--- config.mk ---
export PLATFORM = sky130hd
export DESIGN_NAME = xpad_subfield_planner_unit_flat
export DESIGN_NICKNAME = d
export VERILOG_FILES = /design/src/xspp_pkg.sv /design/src/xspp_ifs.sv /design/src/xspp_plan.sv /design/src/xspp_flush.sv /design/src/xpad_subfield_planner_unit.sv /design/src/flat_wrapper.sv
export SDC_FILE = /design/constraint.sdc
export NUM_CORES = 1
export LEC_CHECK = 0
export ABC_AREA = 1
export BUFFER_PORTS_ARGS = -buffer_cell sky130_fd_sc_hd__clkbuf_2
export CAP_MARGIN = 20
export CORE_MARGIN = 5
export CORE_UTILIZATION = 35
export DETAILED_ROUTE_END_ITERATION = 6
export GPL_TIMING_DRIVEN = 1
export PLACE_DENSITY_LB_ADDON = 0.1
export RECOVER_POWER = 100
export SLEW_MARGIN = 20
export SYNTH_ARGS = -nofsm -noshare
export SYNTH_HDL_FRONTEND = slang
export SYNTH_SLANG_ARGS = --single-unit
--- constraint.sdc ---
create_clock -name clk -period 7.08 [get_ports clk]
set_input_delay 1.416 -clock clk [delete_from_list [all_inputs] [get_ports clk]]
set_output_delay 1.416 -clock clk [all_outputs]
set_load 0.03 [all_outputs]
--- src/xspp_pkg.sv ---
// ----------------------------------------------------------------------------
// xspp_pkg
// Shared types, constants and helpers of the X-PAD sub-field planner.
// ----------------------------------------------------------------------------
package xspp_pkg;

	localparam int CI_SLOTS = 4;
	localparam int SLOT_W   = (CI_SLOTS > 1) ? $clog2(CI_SLOTS) : 1;

	localparam logic [7:0] SHORT_CAP   = 8'd4;
	localparam logic [7:0] SHORT_CHUNK = 8'd3;
	localparam logic [7:0] FPAD0_SHORT = 8'h10;
	localparam logic [7:0] FPAD0_VAR   = 8'h20;
	localparam logic [7:0] FPAD1_CI    = 8'h02;
	localparam logic [7:0] FPAD_NONE   = 8'h00;
	localparam logic [7:0] END_MARK    = 8'h00;
	localparam logic [7:0] LEN_BIAS    = 8'd2;

	localparam logic [7:0] SIZE_TABLE [8] = '{
		8'd4, 8'd6, 8'd8, 8'd12, 8'd16, 8'd24, 8'd32, 8'd48
	};

	typedef enum logic {
		OP_APPEND = 1'b0,
		OP_FLUSH  = 1'b1
	} xspp_op_t;

	typedef enum logic {
		KIND_APPEND = 1'b0,
		KIND_HEADER = 1'b1
	} xspp_kind_t;

	typedef struct packed {
		logic [7:0] xpad_fill;
		logic [7:0] payload_fill;
		logic [2:0] ci_count;
		logic       cont_valid;
		logic [4:0] cont_type;
		logic [7:0] prev_fill;
	} xspp_state_t;

	typedef struct packed {
		logic       ignore;
		logic [7:0] chunk_len;
		logic [7:0] take_len;
		logic [4:0] apptype_used;
		logic       with_ci;
		logic [2:0] size_code;
		logic       flushable;
		logic [7:0] xpad_fill_nx;
		logic [7:0] payload_fill_nx;
		logic [2:0] ci_count_nx;
		logic       cont_valid_nx;
	} xspp_plan_t;

	function automatic logic [2:0] slot_limit(input logic is_short);
		return is_short ? 3'd1 : 3'(CI_SLOTS);
	endfunction

	function automatic logic [1:0] ci_need(input logic is_short, input logic [2:0] cnt);
		logic [2:0] lim;
		lim = slot_limit(is_short);
		if (!is_short && cnt == 3'd0) begin
			return 2'd2;
		end else if (!is_short && cnt == lim - 3'd1) begin
			return 2'd0;
		end
		return 2'd1;
	endfunction

endpackage

--- src/xspp_ifs.sv ---
// ----------------------------------------------------------------------------
// xspp channel interfaces
// Request, result and configuration channels with valid/ready handshake.
// ----------------------------------------------------------------------------
interface xspp_req_if import xspp_pkg::*; ();
	logic       valid;
	logic       ready;
	xspp_op_t   op;
	logic [15:0] dg_available;
	logic       dg_started;
	logic [4:0] apptype_first;
	logic [4:0] apptype_next;

	modport source (output valid, op, dg_available, dg_started, apptype_first,
		apptype_next, input ready);
	modport sink (input valid, op, dg_available, dg_started, apptype_first,
		apptype_next, output ready);
endinterface

interface xspp_rsp_if import xspp_pkg::*; ();
	logic       valid;
	logic       ready;
	xspp_kind_t kind;
	logic [7:0] chunk_len;
	logic [7:0] take_len;
	logic [4:0] apptype_used;
	logic       with_ci;
	logic       flushable;
	logic [7:0] header_byte;
	logic [7:0] payload_total;
	logic       last;

	modport source (output valid, kind, chunk_len, take_len, apptype_used, with_ci,
		flushable, header_byte, payload_total, last, input ready);
	modport sink (input valid, kind, chunk_len, take_len, apptype_used, with_ci,
		flushable, header_byte, payload_total, last, output ready);
endinterface

interface xspp_cfg_if ();
	logic       valid;
	logic       ready;
	logic [7:0] data;

	modport source (output valid, data, input ready);
	modport sink (input valid, data, output ready);
endinterface

--- src/xspp_plan.sv ---
// ----------------------------------------------------------------------------
// xspp_plan
// Sub-field decision for an append item against the current frame state.
// ----------------------------------------------------------------------------
module xspp_plan import xspp_pkg::*; (
	input  logic        is_short,
	input  logic [7:0]  capacity,
	input  xspp_state_t st,
	input  logic [15:0] dg_available,
	input  logic        dg_started,
	input  logic [4:0]  apptype_first,
	input  logic [4:0]  apptype_next,
	output xspp_plan_t  plan
);

	logic [2:0]        lim;
	logic [1:0]        need0;
	logic [1:0]        need1;
	logic signed [9:0] room0;
	logic signed [9:0] room1;
	logic              full0;
	logic [7:0]        fit;
	logic [2:0]        k1;
	logic [2:0]        k2;
	logic [2:0]        code;
	logic [8:0]        capw;
	logic [8:0]        prevw;
	logic [8:0]        s9;
	logic              var_ok;
	logic              cont_ok;
	logic              use_ci;
	logic [7:0]        chunk;
	logic [7:0]        take;
	logic [7:0]        fill1;
	logic [2:0]        cnt1;
	logic              full1;

	assign lim   = slot_limit(is_short);
	assign need0 = ci_need(is_short, st.ci_count);
	assign room0 = $signed({2'b00, capacity}) - $signed({2'b00, st.xpad_fill});

	assign full0 = (st.xpad_fill != 8'd0 && st.ci_count == 3'd0) || (st.ci_count >= lim) ||
		(!is_short && $signed(10'(SIZE_TABLE[0]) + 10'(need0)) > room0);

	always_comb begin
		k1 = 3'd0;
		k2 = 3'd0;
		for (int k = 0; k < 8; k++) begin
			fit[k] = $signed(10'(SIZE_TABLE[k]) + 10'(need0)) <= room0;
		end
		for (int k = 0; k < 7; k++) begin
			if (16'(SIZE_TABLE[k]) < dg_available) begin
				k1 = 3'(k + 1);
			end
		end
		for (int k = 0; k < 8; k++) begin
			if (3'(k) <= k1 && fit[k]) begin
				k2 = 3'(k);
			end
		end
		code = k2;
		if (k2 != 3'd0 && ({1'b0, dg_available} + 17'd4) <= 17'(SIZE_TABLE[k2])) begin
			code = k2 - 3'd1;
		end
		if (is_short) begin
			code = 3'd0;
		end
	end

	assign capw  = {1'b0, capacity};
	assign prevw = {1'b0, st.prev_fill};
	assign s9    = 9'(CI_SLOTS);
	assign var_ok = (capw >= s9) && (prevw >= capw - s9) && (prevw >= s9) &&
		(dg_available >= 16'(prevw - s9));

	assign cont_ok = (st.ci_count == 3'd0) && st.cont_valid && (st.cont_type == apptype_next) &&
		(st.prev_fill != 8'd0) && (st.prev_fill <= capacity) && (is_short || var_ok);
	assign use_ci = !cont_ok;

	assign chunk = use_ci ? (is_short ? SHORT_CHUNK : SIZE_TABLE[code]) : st.prev_fill;
	assign take  = (dg_available < {8'd0, chunk}) ? dg_available[7:0] : chunk;
	assign fill1 = st.xpad_fill + chunk + (use_ci ? {6'd0, need0} : 8'd0);
	assign cnt1  = st.ci_count + 3'd1;
	assign need1 = ci_need(is_short, cnt1);
	assign room1 = $signed({2'b00, capacity}) - $signed({2'b00, fill1});
	assign full1 = !use_ci || (cnt1 == lim) ||
		($signed(10'(SIZE_TABLE[0]) + 10'(need1)) > room1);

	always_comb begin
		plan.ignore          = (dg_available == 16'd0) || full0;
		plan.apptype_used    = dg_started ? apptype_next : apptype_first;
		plan.size_code       = code;
		plan.xpad_fill_nx    = fill1;
		plan.payload_fill_nx = st.payload_fill + chunk;
		plan.ci_count_nx     = use_ci ? cnt1 : st.ci_count;
		plan.cont_valid_nx   = dg_available > {8'd0, take};
		if (plan.ignore) begin
			plan.chunk_len = 8'd0;
			plan.take_len  = 8'd0;
			plan.with_ci   = 1'b0;
			plan.flushable = full0;
		end else begin
			plan.chunk_len = chunk;
			plan.take_len  = take;
			plan.with_ci   = use_ci;
			plan.flushable = full1;
		end
	end

endmodule

--- src/xspp_flush.sv ---
// ----------------------------------------------------------------------------
// xspp_flush
// Header byte selection for one position of a frame flush.
// ----------------------------------------------------------------------------
module xspp_flush import xspp_pkg::*; (
	input  logic        is_short,
	input  xspp_state_t st,
	input  logic [2:0]  pos,
	input  logic [4:0]  slot_type,
	input  logic [2:0]  slot_code,
	output logic [7:0]  header_byte,
	output logic        last
);

	logic [2:0] lim;
	logic       has_data;
	logic       has_ci;
	logic [3:0] hdr_n;
	logic [3:0] p;
	logic [2:0] code;
	logic [7:0] f0;
	logic [7:0] f1;

	assign lim      = slot_limit(is_short);
	assign has_data = st.payload_fill != 8'd0;
	assign has_ci   = has_data && st.ci_count != 3'd0;
	assign hdr_n    = has_ci ? ({1'b0, st.ci_count} + {3'd0, st.ci_count < lim}) : 4'd0;
	assign p        = {1'b0, pos};
	assign code     = is_short ? 3'd0 : slot_code;
	assign f0       = has_data ? (is_short ? FPAD0_SHORT : FPAD0_VAR) : FPAD_NONE;
	assign f1       = has_ci ? FPAD1_CI : FPAD_NONE;

	always_comb begin
		last = 1'b0;
		if (has_ci && p < {1'b0, st.ci_count}) begin
			header_byte = {code, slot_type};
		end else if (p < hdr_n) begin
			header_byte = END_MARK;
		end else if (p == hdr_n) begin
			header_byte = f0;
		end else if (p == hdr_n + 4'd1) begin
			header_byte = f1;
		end else begin
			header_byte = st.xpad_fill + LEN_BIAS;
			last        = 1'b1;
		end
	end

endmodule

--- src/xpad_subfield_planner_unit.sv ---
// ----------------------------------------------------------------------------
// xpad_subfield_planner_unit
// X-PAD sub-field planner: sizes sub-fields and emits frame headers on flush.
// ----------------------------------------------------------------------------
// cfg writes the X-PAD capacity (4 = short X-PAD); always ready, write only
// while no item is in flight. req carries append and flush items, rsp the
// results. An accepted item sits in an input stage and its first result is
// loaded from there into the result register. An append gives one result and
// a new append can be taken every cycle while rsp is not stalled. A flush
// gives 3 to 7 header results, one per cycle from the shared header selector
// unless rsp stalls, and holds the input stage until its last one is loaded.
// A stalled rsp holds its result; the input stage and req.ready then stall
// one item behind it. Reset clears the frame state, the continuation tracking
// and the previous frame length and sets the capacity to 4.
// ----------------------------------------------------------------------------
module xpad_subfield_planner_unit import xspp_pkg::*; (
	input  logic          clk,
	input  logic          arst_n,
	xspp_cfg_if.sink      cfg,
	xspp_req_if.sink      req,
	xspp_rsp_if.source    rsp
);

	logic [7:0]  cap_q;
	logic        is_short;
	xspp_state_t st_q;
	logic [4:0]  ci_type_q [CI_SLOTS];
	logic [2:0]  ci_code_q [CI_SLOTS];
	logic [2:0]  pos_q;

	logic        v_s1;
	xspp_op_t    op_s1;
	logic [15:0] avail_s1;
	logic        started_s1;
	logic [4:0]  first_s1;
	logic [4:0]  next_s1;

	xspp_plan_t  plan;
	logic [7:0]  fl_byte;
	logic        fl_last;
	logic        out_load;
	logic        s1_done;
	logic        app_commit;

	logic        rsp_v_q;
	xspp_kind_t  kind_q;
	logic [7:0]  chunk_q;
	logic [7:0]  take_q;
	logic [4:0]  app_q;
	logic        ci_q;
	logic        flushable_q;
	logic [7:0]  hdr_q;
	logic [7:0]  tot_q;
	logic        last_q;

	assign is_short  = cap_q == SHORT_CAP;
	assign cfg.ready = 1'b1;

	xspp_plan u_plan (
		.is_short      (is_short),
		.capacity      (cap_q),
		.st            (st_q),
		.dg_available  (avail_s1),
		.dg_started    (started_s1),
		.apptype_first (first_s1),
		.apptype_next  (next_s1),
		.plan          (plan)
	);

	xspp_flush u_flush (
		.is_short    (is_short),
		.st          (st_q),
		.pos         (pos_q),
		.slot_type   (ci_type_q[pos_q[SLOT_W-1:0]]),
		.slot_code   (ci_code_q[pos_q[SLOT_W-1:0]]),
		.header_byte (fl_byte),
		.last        (fl_last)
	);

	assign out_load   = v_s1 && (!rsp_v_q || rsp.ready);
	assign s1_done    = out_load && (op_s1 == OP_APPEND || fl_last);
	assign app_commit = s1_done && op_s1 == OP_APPEND && !plan.ignore;
	assign req.ready  = !v_s1 || s1_done;

	// input stage
	always_ff @(posedge clk or negedge arst_n) begin
		if (!arst_n) begin
			v_s1 <= 1'b0;
		end else if (req.ready) begin
			v_s1 <= req.valid;
		end
	end

	always_ff @(posedge clk) begin
		if (req.valid && req.ready) begin
			op_s1      <= req.op;
			avail_s1   <= req.dg_available;
			started_s1 <= req.dg_started;
			first_s1   <= req.apptype_first;
			next_s1    <= req.apptype_next;
		end
	end

	// frame state
	always_ff @(posedge clk or negedge arst_n) begin
		if (!arst_n) begin
			cap_q <= SHORT_CAP;
			st_q  <= '0;
			pos_q <= 3'd0;
		end else begin
			if (cfg.valid && cfg.ready) begin
				cap_q <= cfg.data;
			end
			if (app_commit) begin
				st_q.xpad_fill    <= plan.xpad_fill_nx;
				st_q.payload_fill <= plan.payload_fill_nx;
				st_q.ci_count     <= plan.ci_count_nx;
				st_q.cont_valid   <= plan.cont_valid_nx;
				if (plan.cont_valid_nx) begin
					st_q.cont_type <= next_s1;
				end
			end
			if (s1_done && op_s1 == OP_FLUSH) begin
				st_q.prev_fill    <= st_q.xpad_fill;
				st_q.xpad_fill    <= 8'd0;
				st_q.payload_fill <= 8'd0;
				st_q.ci_count     <= 3'd0;
				if (st_q.payload_fill == 8'd0) begin
					st_q.cont_valid <= 1'b0;
				end
			end
			if (out_load && op_s1 == OP_FLUSH) begin
				pos_q <= fl_last ? 3'd0 : pos_q + 3'd1;
			end
		end
	end

	// ci slots
	always_ff @(posedge clk) begin
		if (app_commit && plan.with_ci) begin
			ci_type_q[st_q.ci_count[SLOT_W-1:0]] <= plan.apptype_used;
			ci_code_q[st_q.ci_count[SLOT_W-1:0]] <= plan.size_code;
		end
	end

	// result register
	always_ff @(posedge clk or negedge arst_n) begin
		if (!arst_n) begin
			rsp_v_q <= 1'b0;
		end else if (out_load) begin
			rsp_v_q <= 1'b1;
		end else if (rsp.ready) begin
			rsp_v_q <= 1'b0;
		end
	end

	always_ff @(posedge clk) begin
		if (out_load) begin
			if (op_s1 == OP_APPEND) begin
				kind_q      <= KIND_APPEND;
				chunk_q     <= plan.chunk_len;
				take_q      <= plan.take_len;
				app_q       <= plan.apptype_used;
				ci_q        <= plan.with_ci;
				flushable_q <= plan.flushable;
				hdr_q       <= 8'd0;
				tot_q       <= 8'd0;
				last_q      <= 1'b1;
			end else begin
				kind_q      <= KIND_HEADER;
				chunk_q     <= 8'd0;
				take_q      <= 8'd0;
				app_q       <= 5'd0;
				ci_q        <= 1'b0;
				flushable_q <= 1'b0;
				hdr_q       <= fl_byte;
				tot_q       <= st_q.payload_fill;
				last_q      <= fl_last;
			end
		end
	end

	assign rsp.valid         = rsp_v_q;
	assign rsp.kind          = kind_q;
	assign rsp.chunk_len     = chunk_q;
	assign rsp.take_len      = take_q;
	assign rsp.apptype_used  = app_q;
	assign rsp.with_ci       = ci_q;
	assign rsp.flushable     = flushable_q;
	assign rsp.header_byte   = hdr_q;
	assign rsp.payload_total = tot_q;
	assign rsp.last          = last_q;

	a_append_single: assert property (@(posedge clk) disable iff (!arst_n)
		(out_load && op_s1 == OP_APPEND) |=> (rsp.last && rsp.kind == KIND_APPEND))
		else $error("append result not single");

	a_flush_clears: assert property (@(posedge clk) disable iff (!arst_n)
		(s1_done && op_s1 == OP_FLUSH) |=>
		(st_q.xpad_fill == 8'd0 && st_q.payload_fill == 8'd0 && st_q.ci_count == 3'd0 &&
		pos_q == 3'd0))
		else $error("frame not cleared after flush");

	a_hold_stage: assert property (@(posedge clk) disable iff (!arst_n)
		(v_s1 && !s1_done) |-> !req.ready)
		else $error("input taken while stage busy");

	a_flush_pos_idle: assert property (@(posedge clk) disable iff (!arst_n)
		(!v_s1 || op_s1 == OP_APPEND) |-> pos_q == 3'd0)
		else $error("flush position left over");

	a_ignore_keeps: assert property (@(posedge clk) disable iff (!arst_n)
		(s1_done && op_s1 == OP_APPEND && plan.ignore) |=> $stable(st_q.xpad_fill))
		else $error("ignored append changed frame");

endmodule

--- src/flat_wrapper.sv ---
// flat-port wrapper written by rule: the top's interface ports become plain ports
module xpad_subfield_planner_unit_flat import xspp_pkg::*;
  (clk, arst_n, cfg_valid, cfg_data, cfg_ready, req_valid, req_op, req_dg_available, req_dg_started, req_apptype_first, req_apptype_next, req_ready, rsp_valid, rsp_kind, rsp_chunk_len, rsp_take_len, rsp_apptype_used, rsp_with_ci, rsp_flushable, rsp_header_byte, rsp_payload_total, rsp_last, rsp_ready);
  xspp_cfg_if cfg_i ();
  xspp_req_if req_i ();
  xspp_rsp_if rsp_i ();
  input  logic clk;
  input  logic arst_n;
  input wire logic [$bits(cfg_i.valid)-1:0] cfg_valid;
  input wire logic [$bits(cfg_i.data)-1:0] cfg_data;
  output wire logic [$bits(cfg_i.ready)-1:0] cfg_ready;
  input wire logic [$bits(req_i.valid)-1:0] req_valid;
  input wire logic [$bits(req_i.op)-1:0] req_op;
  input wire logic [$bits(req_i.dg_available)-1:0] req_dg_available;
  input wire logic [$bits(req_i.dg_started)-1:0] req_dg_started;
  input wire logic [$bits(req_i.apptype_first)-1:0] req_apptype_first;
  input wire logic [$bits(req_i.apptype_next)-1:0] req_apptype_next;
  output wire logic [$bits(req_i.ready)-1:0] req_ready;
  output wire logic [$bits(rsp_i.valid)-1:0] rsp_valid;
  output wire logic [$bits(rsp_i.kind)-1:0] rsp_kind;
  output wire logic [$bits(rsp_i.chunk_len)-1:0] rsp_chunk_len;
  output wire logic [$bits(rsp_i.take_len)-1:0] rsp_take_len;
  output wire logic [$bits(rsp_i.apptype_used)-1:0] rsp_apptype_used;
  output wire logic [$bits(rsp_i.with_ci)-1:0] rsp_with_ci;
  output wire logic [$bits(rsp_i.flushable)-1:0] rsp_flushable;
  output wire logic [$bits(rsp_i.header_byte)-1:0] rsp_header_byte;
  output wire logic [$bits(rsp_i.payload_total)-1:0] rsp_payload_total;
  output wire logic [$bits(rsp_i.last)-1:0] rsp_last;
  input wire logic [$bits(rsp_i.ready)-1:0] rsp_ready;
  assign cfg_i.valid = cfg_valid;
  assign cfg_i.data = cfg_data;
  assign cfg_ready = cfg_i.ready;
  assign req_i.valid = req_valid;
  assign req_i.op = req_op;
  assign req_i.dg_available = req_dg_available;
  assign req_i.dg_started = req_dg_started;
  assign req_i.apptype_first = req_apptype_first;
  assign req_i.apptype_next = req_apptype_next;
  assign req_ready = req_i.ready;
  assign rsp_valid = rsp_i.valid;
  assign rsp_kind = rsp_i.kind;
  assign rsp_chunk_len = rsp_i.chunk_len;
  assign rsp_take_len = rsp_i.take_len;
  assign rsp_apptype_used = rsp_i.apptype_used;
  assign rsp_with_ci = rsp_i.with_ci;
  assign rsp_flushable = rsp_i.flushable;
  assign rsp_header_byte = rsp_i.header_byte;
  assign rsp_payload_total = rsp_i.payload_total;
  assign rsp_last = rsp_i.last;
  assign rsp_i.ready = rsp_ready;
  xpad_subfield_planner_unit u_core (.clk(clk), .arst_n(arst_n), .cfg(cfg_i), .req(req_i), .rsp(rsp_i));
endmodule
==> results.md <==
* VDD IR max at 217 uV
* Antenna violations before repair at 0
* Pwr Total at 6.72 mW
* Finished Layout Cells at 1852
* Pin count of the biggest net entering global routing at 47
* CTS max path bufs at 2
* Initial Utilization at 35.2%
* Library cells used by synthesis at 57
* Rows at 63
* Post-route DRC violation count at 0
* Startpoint Class: flip-flop
* Hold path cells at 2
* Crit end category: flip-flop
* CP Class: reg -> reg
* Static leakage at 6.22 nW
* Worst-path clk slew at 0.07 ns
* Clk sinks at 147
* Final Cycle Share at 105%
* Synth async-reset ratio at 31.3%
* H-tree levels at 4
* Number of global-route vias before repair at 8683
* Layout area overhead at 28.4%
* Gpl congestion at 0.884
* Mean Syn Cell Area at 8.52 sq um
* Vias at 8907
* 1st-iter DRT viols at 469
* Pwr/cell area at 505 mW/mm^2
* Max Freq at 0.135 GHz
* CTS tree: done
* Register area share after synthesis at 40.3%
* MaxCap Viol Count at 2
* Post-route ant nets at 0
* Number of synthesized flops with an enable pin at 101
* N_diodes at 0
* Data arrival, critical path at 7.62 ns
* Number of synthesized register bits at 147
* Wire length per cell at 16.4 um
* Pre-CTS setup slack at -0.531 ns
* Part of the power in registers at 22.0%
* Die area at 0.0332 sq mm
* Nets at 1615
* CP Data Required Time at 7.28 ns
* RR Endpoint: u_core.rsp.flushable$_SDFFCE_PP0P_
* Fin crit period at 7.42 ns
* Clk_lat worst skew at 0.44 ns
* Flop-to-flop setup slack at -0.34 ns
* Int Pwr at 3.53 mW
* RSZ-0062 raised after global routing: yes
* Crit path top cell by count: nand2_1
* Syn Nets at 1384
* Outcome: complete, but fails checks
* R2r startpoint: u_core.cap_q[2]$_DFFE_PN1P_
* Synthesized area at 0.0104 sq mm
* Die height at 182 um
* Worst Setup Slack, final at -0.344 ns
* Die Wd at 182 um
* Slowest cell on crit path: dfstp_2
* Synth Warn # at 0
* GRT Total Usage at 18.3%
* Clock root cell: clkbuf_16
* Slew HR at -92.1%
* Combinational share of power at 64.3%
* Clk pwr share at 13.7%
* GR Overflow Total at 0
* Final Skew at 0.0219 ns
* Actual slew at the worst max-slew pin at 2.88 ns
* Hold Path Class: reg -> reg
* I/O pin cnt at 85
* Cells after Synth at 1218
* Min Hold Slack at 0.518 ns
* Min-delay src: u_core.st_q[9]$_DFFE_PN0P_
* Worst r2r path cells at 54
* Final setup fails at 7
* Final Hold Fails at 0
* Switch share at 47.5%
* Drt pass-1 iters at 5
* Vias/cell at 4.81
* Core region area at 0.0295 sq mm
* CP max stage delay at 0.56 ns
* First-pass GRT wire length at 47900 um
* Max Slew Vio Count at 89
* Synth Flop Type: edfxtp_1
* Placed instance count at 1792
* Proportion of layout cells with a drive suffix above 1 at 26.5%
* TritonCTS Buffers at 17
* Port buffer count at 83
* Final WL at 30300 um
* Failing checks: max-capacitance violations, max-slew violations, negative setup slack
* Worst hold endpoint: u_core.st_q[9]$_DFFE_PN0P_
* Net Sw Power at 3.20 mW
* Worst Path Max Fanout at 4
* Final HPWL DP at 23300 um
==> worst max-delay path by stage <==
stage / depth (start not counted) / start / to / slack [ns]
4_1_cts: 58 / u_core.cap_q[2]$_DFFE_PN1P_ / u_core.rsp.flushable$_SDFFCE_PP0P_ / -0.38
6_report: 54 / u_core.cap_q[2]$_DFFE_PN1P_ / u_core.rsp.flushable$_SDFFCE_PP0P_ / -0.34
5_1_grt: 59 / u_core.cap_q[2]$_DFFE_PN1P_ / u_core.rsp.flushable$_SDFFCE_PP0P_ / -0.93
3_5_place_dp: 52 / u_core.cap_q[0]$_DFFE_PN0P_ / u_core.st_q[12]$_DFFE_PN0P_ / -0.53
3_3_place_gp: 53 / u_core.cap_q[0]$_DFFE_PN0P_ / u_core.st_q[12]$_DFFE_PN0P_ / -0.44
2_1_floorplan: 55 / u_core.cap_q[2]$_DFFE_PN1P_ / u_core.rsp.flushable$_SDFFCE_PP0P_ / -0.14
==> power groups by stage <==
stage / clock network [mW] / logic, mW / registers, mW
finish: 0.919 / 4.32 / 1.48
global route: 0.984 / 4.86 / 1.52
CTS: 0.939 / 4.15 / 1.48
detailed placement: 0 / 4.00 / 1.49
global placement: 0 / 3.99 / 1.49
floorplan: 0 / 2.41 / 1.67
==> flip-flops by register name, summed over array words and instances, names as in the netlist, 3 cells and up <==
| signal | flops |
|---|---|
| u_core.avail_s1 | 16 |
| u_core.cap_q | 8 |
| u_core.ci_code_q | 12 |
| u_core.ci_type_q | 20 |
| u_core.first_s1 | 5 |
| u_core.next_s1 | 5 |
| u_core.pos_q | 3 |
| u_core.rsp.apptype_used | 5 |
| u_core.rsp.chunk_len | 8 |
| u_core.rsp.header_byte | 8 |
| u_core.rsp.payload_total | 8 |
| u_core.rsp.take_len | 8 |
| u_core.st_q | 33 |
==> worst max-delay path, delay by kind of cell, from the launching register on <==
kind            cells  cell delay [ns]
fa+ha+maj           9             2.38
simple gates       27             2.13
compound gates     11             1.59
flops               1             0.56
buf+inv             6             0.37
xor+xnor            1             0.15
==> stage by stage <==
stage               cell area, sq um  utilization [%]  setup TNS, ns
floorplan                      10500                -         -0.142
global placement               12200             41.3          -2.73
CTS                            13000             44.0          -1.34
detailed placement             12200             41.3          -3.30
finish                         13300             45.2         -0.866
global route                   13300             45.2          -4.28
==> synthesized netlist by cell type (9+ instances only) <==
master      n  area, sq um
o21ai_0    54          270
edfxtp_1  101         3030
dfrtp_1    45         1130
a21oi_1    66          330
nor2_2     11         68.8
nand3_1    60          300
o32ai_1     9         78.8
nor3_1     11         55.1
o22ai_1    14         87.6
nand2_2    26          163
nor2_1    119          447
inv_2      18         67.6
clkbuf_1   10         37.5
ha_1      119         1490
nand4_1    23          144
xor2_1     22          193
nand2_1   257          965
inv_1     148          556
xnor2_1    19          166
==> kinds of logic (layout without fill, tap and decap cells) <==
logic type               count (synthesis)  count (layout)  synth area share [%]
multiplexers                             1               1                 0.109
AO/OA/AOI/OAI                          178             178                  9.91
other                                    1               1                0.0361
flip-flops                             147             147                  40.3
AND/OR/NAND/NOR                        535             535                  23.3
buffers and inverters                  189             433                  7.19
XOR/XNOR                                42              42                  3.62
adder cells (fa/ha/maj)                125             125                  15.5
==> placed cells by master (no fill, tap or decap), drive strengths merged, types with 6 or more instances in the layout <==
cell | Yosys | layout
buf | 10 | 147
o21ai | 60 | 60
nand4 | 23 | 23
o32ai | 9 | 9
a21oi | 68 | 68
nand2 | 285 | 285
ha | 119 | 119
clkbuf | 10 | 102
nor2 | 137 | 137
xor2 | 22 | 22
inv | 168 | 176
clkinv | 1 | 8
fa | 6 | 6
nand3 | 66 | 66
edfxtp | 101 | 101
dfrtp | 45 | 45
nor3 | 14 | 14
xnor2 | 20 | 20
o22ai | 14 | 14
==> layer usage <==
metal / GRT usage [%] / wire length, um / share of wire, % / vias to the layer above
met2: 29.3 / 14000 / 46 / 145
met3: 2.87 / 877 / 2.9 / 29
li1: - / - / - / 4565
met1: 25.9 / 14800 / 49 / 4168
met4: 5.01 / 593 / 2.0 / 0
met5: 0 / 0 / 0 / -
==> repair_timing <==
| action | 4_1_cts | 5_1_grt |
|---|---|---|
| resized for setup | 33 | 75 |
| hold buffers | 0 | 0 |
| gates cloned | 1 | 0 |
| endpoints found under the setup margin | 7 | 10 |
| setup buffers | 10 | 19 |
| pin swaps | 11 | 41 |
==> final cells by class <==
type                    count  area (sq um)
clock buffers              17           425
clock inverters            15           160
fillers                  2942         16200
inverters                 169           649
multi-input cells         882          5890
flip-flops and latches    147          4190
well taps                 390           488
repair buffers            232          1520
(Power assumes the default switching activity.)
